==> src/sv/asrb_pkg.sv <==
// ----------------------------------------------------------------------------
// asrb_pkg: shared types and constants for the playback ring
// Ring geometry, command, status and register codes, and the structs passed
// between the controller and the top level.
// ----------------------------------------------------------------------------
package asrb_pkg;

  localparam int RING_FRAMES = 8192;
  localparam int IDX_W       = $clog2(RING_FRAMES);
  localparam int CNT_W       = $clog2(RING_FRAMES + 1);

  localparam int SAMPLE_W    = 16;
  localparam int FRAME_W     = 2 * SAMPLE_W;
  localparam int DRV_W       = 32;
  localparam int TOTAL_W     = 48;
  localparam int THR_W       = 14;
  localparam int QF_W        = 14;
  localparam int CMP_W       = 32;

  localparam int CMD_W       = 3;
  localparam int STATUS_W    = 2;
  localparam int CFG_IDX_W   = 2;
  localparam int CFG_DATA_W  = 14;

  // Commands
  localparam logic [CMD_W-1:0] CMD_OPEN       = 3'd0;
  localparam logic [CMD_W-1:0] CMD_WRITE      = 3'd1;
  localparam logic [CMD_W-1:0] CMD_READ       = 3'd2;
  localparam logic [CMD_W-1:0] CMD_END        = 3'd3;
  localparam logic [CMD_W-1:0] CMD_STOP       = 3'd4;
  localparam logic [CMD_W-1:0] CMD_POLL       = 3'd5;
  localparam logic [CMD_W-1:0] CMD_START_DONE = 3'd6;

  // Status codes
  localparam logic [STATUS_W-1:0] ST_OK      = 2'd0;
  localparam logic [STATUS_W-1:0] ST_NO_OPEN = 2'd1;
  localparam logic [STATUS_W-1:0] ST_FULL    = 2'd2;
  localparam logic [STATUS_W-1:0] ST_EMPTY   = 2'd3;

  // Register indexes
  localparam logic [CFG_IDX_W-1:0] CFG_SRC_STEREO       = 2'd0;
  localparam logic [CFG_IDX_W-1:0] CFG_CARD_STEREO_ONLY = 2'd1;
  localparam logic [CFG_IDX_W-1:0] CFG_START_THRESHOLD  = 2'd2;

  localparam logic [THR_W-1:0] THR_RESET = 14'd4096;

  typedef struct packed {
    logic [STATUS_W-1:0] status;
    logic                read_valid;
    logic                rd_stereo;
    logic                start_request;
    logic                stop_card;
    logic                open_flag;
    logic                dma_running;
    logic [QF_W-1:0]     queued_frames;
    logic [TOTAL_W-1:0]  played_src_bytes;
    logic                last_echo;
  } res_t;

  typedef struct packed {
    logic               we;
    logic               re;
    logic [IDX_W-1:0]   addr;
    logic [FRAME_W-1:0] wdata;
  } ram_req_t;

endpackage

==> src/sv/asrb_ctrl.sv <==
// ----------------------------------------------------------------------------
// asrb_ctrl: stream state and command decode
// Holds ring pointers, fill count, stream flags, played byte total and the
// configuration registers; computes one result per accepted beat.
// ----------------------------------------------------------------------------
module asrb_ctrl import asrb_pkg::*; (
  input  logic                  clk,
  input  logic                  rst_n,
  input  logic                  cfg_we,
  input  logic [CFG_IDX_W-1:0]  cfg_index,
  input  logic [CFG_DATA_W-1:0] cfg_data,
  input  logic                  accept,
  input  logic [CMD_W-1:0]      cmd,
  input  logic [SAMPLE_W-1:0]   left_sample,
  input  logic [SAMPLE_W-1:0]   right_sample,
  input  logic [DRV_W-1:0]      driver_played,
  input  logic                  card_was_playing,
  input  logic                  card_now_playing,
  input  logic                  burst_last,
  output res_t                  res_nxt,
  output ram_req_t              ram_req
);

  logic [IDX_W-1:0]   ridx_r, ridx_nxt;
  logic [IDX_W-1:0]   widx_r, widx_nxt;
  logic [CNT_W-1:0]   fill_r, fill_nxt;
  logic               open_r, open_nxt;
  logic               ended_r, ended_nxt;
  logic               dma_r, dma_nxt;
  logic               pend_r, pend_nxt;
  logic [TOTAL_W-1:0] total_r, total_nxt;
  logic [DRV_W-1:0]   prev_r, prev_nxt;

  logic               src_stereo_r;
  logic               card_so_r;
  logic [THR_W-1:0]   thr_r;

  logic               card_stereo;
  logic               upmix;
  logic [SAMPLE_W-1:0] right_w;
  logic [CMP_W-1:0]   fill_cmp;
  logic [CMP_W-1:0]   thr_cmp;

  function automatic logic [IDX_W-1:0] next_idx(input logic [IDX_W-1:0] i);
    return (i == IDX_W'(RING_FRAMES - 1)) ? '0 : i + 1'b1;
  endfunction

  assign card_stereo = src_stereo_r | card_so_r;
  assign upmix       = ~src_stereo_r & card_so_r;
  assign right_w     = upmix ? left_sample : (card_stereo ? right_sample : '0);

  always_comb begin
    ridx_nxt  = ridx_r;
    widx_nxt  = widx_r;
    fill_nxt  = fill_r;
    open_nxt  = open_r;
    ended_nxt = ended_r;
    dma_nxt   = dma_r;
    pend_nxt  = pend_r;
    total_nxt = total_r;
    prev_nxt  = prev_r;

    ram_req.we    = 1'b0;
    ram_req.re    = 1'b0;
    ram_req.addr  = ridx_r;
    ram_req.wdata = {right_w, left_sample};

    res_nxt               = '0;
    res_nxt.status        = ST_OK;
    res_nxt.rd_stereo     = card_stereo;
    res_nxt.last_echo     = burst_last;

    fill_cmp = '0;
    thr_cmp  = '0;

    unique case (cmd)
      CMD_OPEN: begin
        res_nxt.stop_card = open_r;
        ridx_nxt  = '0;
        widx_nxt  = '0;
        fill_nxt  = '0;
        ended_nxt = 1'b0;
        dma_nxt   = 1'b0;
        pend_nxt  = 1'b0;
        total_nxt = '0;
        prev_nxt  = '0;
        open_nxt  = 1'b1;
      end
      CMD_WRITE: begin
        if (!open_r) begin
          res_nxt.status = ST_NO_OPEN;
        end else if (fill_r >= CNT_W'(RING_FRAMES)) begin
          res_nxt.status = ST_FULL;
        end else begin
          ram_req.we   = accept;
          ram_req.addr = widx_r;
          widx_nxt     = next_idx(widx_r);
          fill_nxt     = fill_r + 1'b1;
        end
      end
      CMD_READ: begin
        if (!open_r) begin
          res_nxt.status = ST_NO_OPEN;
        end else if (fill_r == '0) begin
          res_nxt.status = ST_EMPTY;
        end else begin
          ram_req.re         = accept;
          res_nxt.read_valid = 1'b1;
          ridx_nxt           = next_idx(ridx_r);
          fill_nxt           = fill_r - 1'b1;
        end
      end
      CMD_END: begin
        if (open_r) begin
          ended_nxt = 1'b1;
        end else begin
          res_nxt.status = ST_NO_OPEN;
        end
      end
      CMD_STOP: begin
        res_nxt.stop_card = open_r;
        ridx_nxt  = '0;
        widx_nxt  = '0;
        fill_nxt  = '0;
        open_nxt  = 1'b0;
        ended_nxt = 1'b0;
        dma_nxt   = 1'b0;
        pend_nxt  = 1'b0;
        total_nxt = '0;
        prev_nxt  = '0;
      end
      CMD_POLL: begin
        if (!open_r) begin
          res_nxt.status = ST_NO_OPEN;
        end else begin
          if (dma_r) begin
            if (driver_played >= prev_r) begin
              total_nxt = total_r + TOTAL_W'(driver_played - prev_r);
            end
            prev_nxt = card_now_playing ? driver_played : '0;
            if (card_was_playing && !card_now_playing) begin
              dma_nxt = 1'b0;
            end
          end
          if (dma_r && card_was_playing && !card_now_playing && ended_r) begin
            // drained close: the ended stream's DMA was running and the card stopped
            res_nxt.stop_card = 1'b1;
            ridx_nxt  = '0;
            widx_nxt  = '0;
            fill_nxt  = '0;
            open_nxt  = 1'b0;
            ended_nxt = 1'b0;
            dma_nxt   = 1'b0;
            pend_nxt  = 1'b0;
            total_nxt = '0;
            prev_nxt  = '0;
          end else begin
            fill_cmp = CMP_W'(fill_r);
            thr_cmp  = CMP_W'(thr_r);
            if (!dma_nxt && !pend_r &&
                ((fill_cmp >= thr_cmp) || (ended_r && fill_r != '0))) begin
              pend_nxt              = 1'b1;
              res_nxt.start_request = 1'b1;
            end
          end
        end
      end
      CMD_START_DONE: begin
        pend_nxt = 1'b0;
        if (open_r) begin
          dma_nxt  = 1'b1;
          prev_nxt = '0;
        end else begin
          res_nxt.status = ST_NO_OPEN;
        end
      end
      default: begin
      end
    endcase

    res_nxt.open_flag        = open_nxt;
    res_nxt.dma_running      = dma_nxt;
    res_nxt.queued_frames    = QF_W'(fill_nxt);
    res_nxt.played_src_bytes = upmix ? (total_nxt >> 1) : total_nxt;
  end

  always_ff @(posedge clk) begin
    if (!rst_n) begin
      ridx_r  <= '0;
      widx_r  <= '0;
      fill_r  <= '0;
      open_r  <= 1'b0;
      ended_r <= 1'b0;
      dma_r   <= 1'b0;
      pend_r  <= 1'b0;
      total_r <= '0;
      prev_r  <= '0;
    end else if (accept) begin
      ridx_r  <= ridx_nxt;
      widx_r  <= widx_nxt;
      fill_r  <= fill_nxt;
      open_r  <= open_nxt;
      ended_r <= ended_nxt;
      dma_r   <= dma_nxt;
      pend_r  <= pend_nxt;
      total_r <= total_nxt;
      prev_r  <= prev_nxt;
    end
  end

  always_ff @(posedge clk) begin
    if (!rst_n) begin
      src_stereo_r <= 1'b1;
      card_so_r    <= 1'b0;
      thr_r        <= THR_RESET;
    end else if (cfg_we) begin
      unique case (cfg_index)
        CFG_SRC_STEREO:       src_stereo_r <= cfg_data[0];
        CFG_CARD_STEREO_ONLY: card_so_r    <= cfg_data[0];
        CFG_START_THRESHOLD:  thr_r        <= THR_W'(cfg_data);
        default: begin
        end
      endcase
    end
  end

endmodule

==> config.mk <==
export PLATFORM = sky130hd
export DESIGN_NAME = asrb_ctrl
export DESIGN_NICKNAME = d
export VERILOG_FILES = /design/src/sv/asrb_pkg.sv /design/src/sv/asrb_ctrl.sv
export SDC_FILE = /design/constraint.sdc
export NUM_CORES = 1
export LEC_CHECK = 0
export ABC_AREA = 1
export BUFFER_PORTS_ARGS = -buffer_cell sky130_fd_sc_hd__buf_2
export CORE_UTILIZATION = 49
export CTS_BUF_LIST = sky130_fd_sc_hd__clkbuf_4
export CTS_CLUSTER_DIAMETER = 200
export DETAILED_ROUTE_END_ITERATION = 8
export PLACE_DENSITY = 0.7
export SLEW_MARGIN = 5
export SYNTH_ARGS = -nofsm -noshare
export SYNTH_HDL_FRONTEND = slang
export SYNTH_SLANG_ARGS = --single-unit
==> constraint.sdc <==
create_clock -name clk -period 6.9 [get_ports clk]
set_clock_uncertainty 0.1 [all_clocks]
set_input_delay 1.38 -clock clk [delete_from_list [all_inputs] [get_ports clk]]
set_output_delay 1.38 -clock clk [all_outputs]
set_load 0.02 [all_outputs]
==> impl_metrics.yaml <==
place:
  hpwl_um: 41200
  place.gp.congestion: 0.989
  dp_slack_ns: -0.231
  dp_cells: 3310
  place_area_mm2: 0.0171
  portBuffers: 205
clock_network:
  insertion_delay_ns: 0.62
  clk_path_buf_depth: 2
  cts_tree: "done"
  ctsHoldBuffers: 0
  clk_pin_slew_ns: 0.13
  cts.sinks: 140
  clock-root-buffer: "clkbuf_4"
  htreeDepth: 4
  cts_inserted_buffers: 17
route:
  wire_per_inst_um: 15.7
  totalWireLength_um: 52800
  ant_nets: 0
  firstDrtPassIters: 8
  drt_iter0_drc: 1375
  route.detailed.drc: 0
  vias: 17992
  vias_per_cell: 5.37
die:
  io_pins: 208
  placementRows: 63
  core_mm2: 0.0300
  die-width_um: 178
  initial_utilization_pct: 50.4
  dieArea_mm2: 0.0315
  die_y_um: 178
setup_path:
  crit_arrival_ns: 5.30
  worstSetupPathType: "primary input to output port"
  cp-end-kind: "output port"
  regToRegSetupSlack_ns: 2.72
  critical_path.max_stage_delay_ns: 0.38
  crit_fanout: 4
  cpMaxStageDelayCell: "fa_2"
  path_common_cell: "nand2_1"
  cp-start-kind: "primary input"
  critical_path_required_ns: 5.42
grt:
  grt-ovfl-total: 0
  antenna_found_initial: 1
  grt_pass1_wl_um: 83100
  grt_usage_pct: 33.4
  grt_max_degree: 70
  grt_pass1_vias: 16362
timing:
  tns_ns: 0
  rsz0062_at_grt: "true"
  fin_crit_ns: 6.78
  finalHoldViolCount: 0
  fin_hold_ws_ns: 0.372
  fin_ws_ns: 0.125
  slew_violations: 0
  tightest_slew_ns: 0.972
  period_share_pct: 98.2
  setup_violations: 0
  slew-limit-headroom_pct: 35.2
  fmax_mhz: 148
pwr:
  ir_worst_vdd_mv: 0.191
  finalPower_mw: 3.18
  powerDensity_mw_per_mm2: 176
  power.leakage_nw: 9.57
layout:
  stdcell_count: 3353
  fin_nets: 3145
  post-route-util_pct: 60.5
  area_growth_pct: 20.0
  final_layout_size_suffix_gt1_share_pct: 19.1
  fillerInstances: 3082
  stdcell_area_mm2: 0.0181
synth:
  syn_nets: 2884
  synth_flop_cell: "dfxtp_1"
  yosysTopAreaCell: "nand2_1"
  synth.area.top_cells: "nand2_1 (23%), dfxtp_1 (19%), inv_1 (10%), a21oi_1 (8.9%), ha_1 (8.6%)"
  synth_edf_count: 0
  ys_ff_latch: 140
  synth_seq_area_share_pct: 18.6
  yosysWarnings: 0
  synthCells: 2688
  syn_avg_cell_area_um2: 5.61
  synth_area_mm2: 0.0151
  synthArstFlopShare_pct: 0
  synth_cell_type_count: 54
  synth_top_area_share_pct: 22.5
worst_hold_path:
  hold_path.class: "flop to flop"
outcome:
  status: "finished, final reports clean"
flow_run:
  maxCapViolCount: 0
flip-flops by register name (all words and copies together), names as in the netlist:
signal        count
ended_r           1
card_so_r         1
total_r          48
prev_r           32
thr_r            14
ridx_r           13
fill_r           14
dma_r             1
widx_r           13
pend_r            1
open_r            1
src_stereo_r      1
layout by cell type (no fill, tap or decap), types with 36 or more instances in the layout:
cell / instances
nand2_2: 50
a21oi_1: 236
nand2_1: 864
buf_4: 156
o21ai_0: 106
ha_1: 91
buf_2: 196
dfxtp_1: 140
a211oi_1: 36
inv_1: 416
nor2_1: 153
nand3_1: 160
logic make-up after synthesis:
kind of cell,synth area share [%]
xor gates and xnor gates,3.08
DFF,18.6
buffers and inverters,14.3
AOI/OAI and AO/OA,18.7
adders and majority gates,8.89
and+or+nand+nor,36.5
power by group:
group          switching [mW]  internal [mW]
combinational            1.08          0.693
sequential             0.0463          0.853
clock                   0.365          0.146
routing by layer:
metal  global-route usage (%)  part of all wire, %  vias up
li1                         -                    -     9094
met1                     42.0                   43     8082
met2                     54.6                   45      678
met3                     4.69                  6.2      138
met4                     18.7                  5.6        0
met5                        0                    0        -
timing repair:
item / CTS / global route
setup buffers: 0 / 10
pin swaps: 2 / 38
endpoints found under the setup margin: 27 / 35
resized for setup: 23 / 154
final timing paths:
kind / start / endpoint / cells past startpoint
setup / recovery: driver_played[0] / res_nxt[23] / 30
hold / removal: thr_r[8] / thr_r[8] / 2
setup reg to reg: prev_r[0] / total_r[46] / 28
hold reg to reg: thr_r[8] / thr_r[8] / 2
synthesized netlist by cell type (all sizes together), types with 2 or more instances:
cell       n
dfxtp    140
a41oi      2
or2        3
inv      425
nor4       6
nor2     188
nor3b      2
o22ai      5
a21oi    270
o2111ai    2
nor3      33
clkbuf    62
xnor2     34
nand3    167
fa         2
nand4     18
nand3b    11
a211oi    36
a21boi     3
ha       104
a31oi      5
a22o      16
o21bai     4
o21a       6
a22oi      2
o21ai    130
o211ai     8
xor2      19
buf       51
nand2    917
a21o       9
final cells by class:
cell class	count	area (um2)	area share [%]
diodes	1	2.50	0.0138
well taps	390	488	2.69
flip-flops and latches	140	2800	15.5
multi-input cells	2009	10800	59.6
inverters	426	1600	8.85
clock buffers	18	135	0.746
clock inverters	14	95.1	0.525
repair buffers	355	2190	12.1
worst max-delay path, delay by kind of cell:
kind	cells	cell delay, ns
AO/OA/AOI/OAI	4	0.53
XOR/XNOR	1	0.27
adder cells (fa/ha/maj)	3	0.89
buffers and inverters	6	0.67
AND/OR/NAND/NOR	16	1.56
No activity file was read; power rests on OpenSTA's default activity.
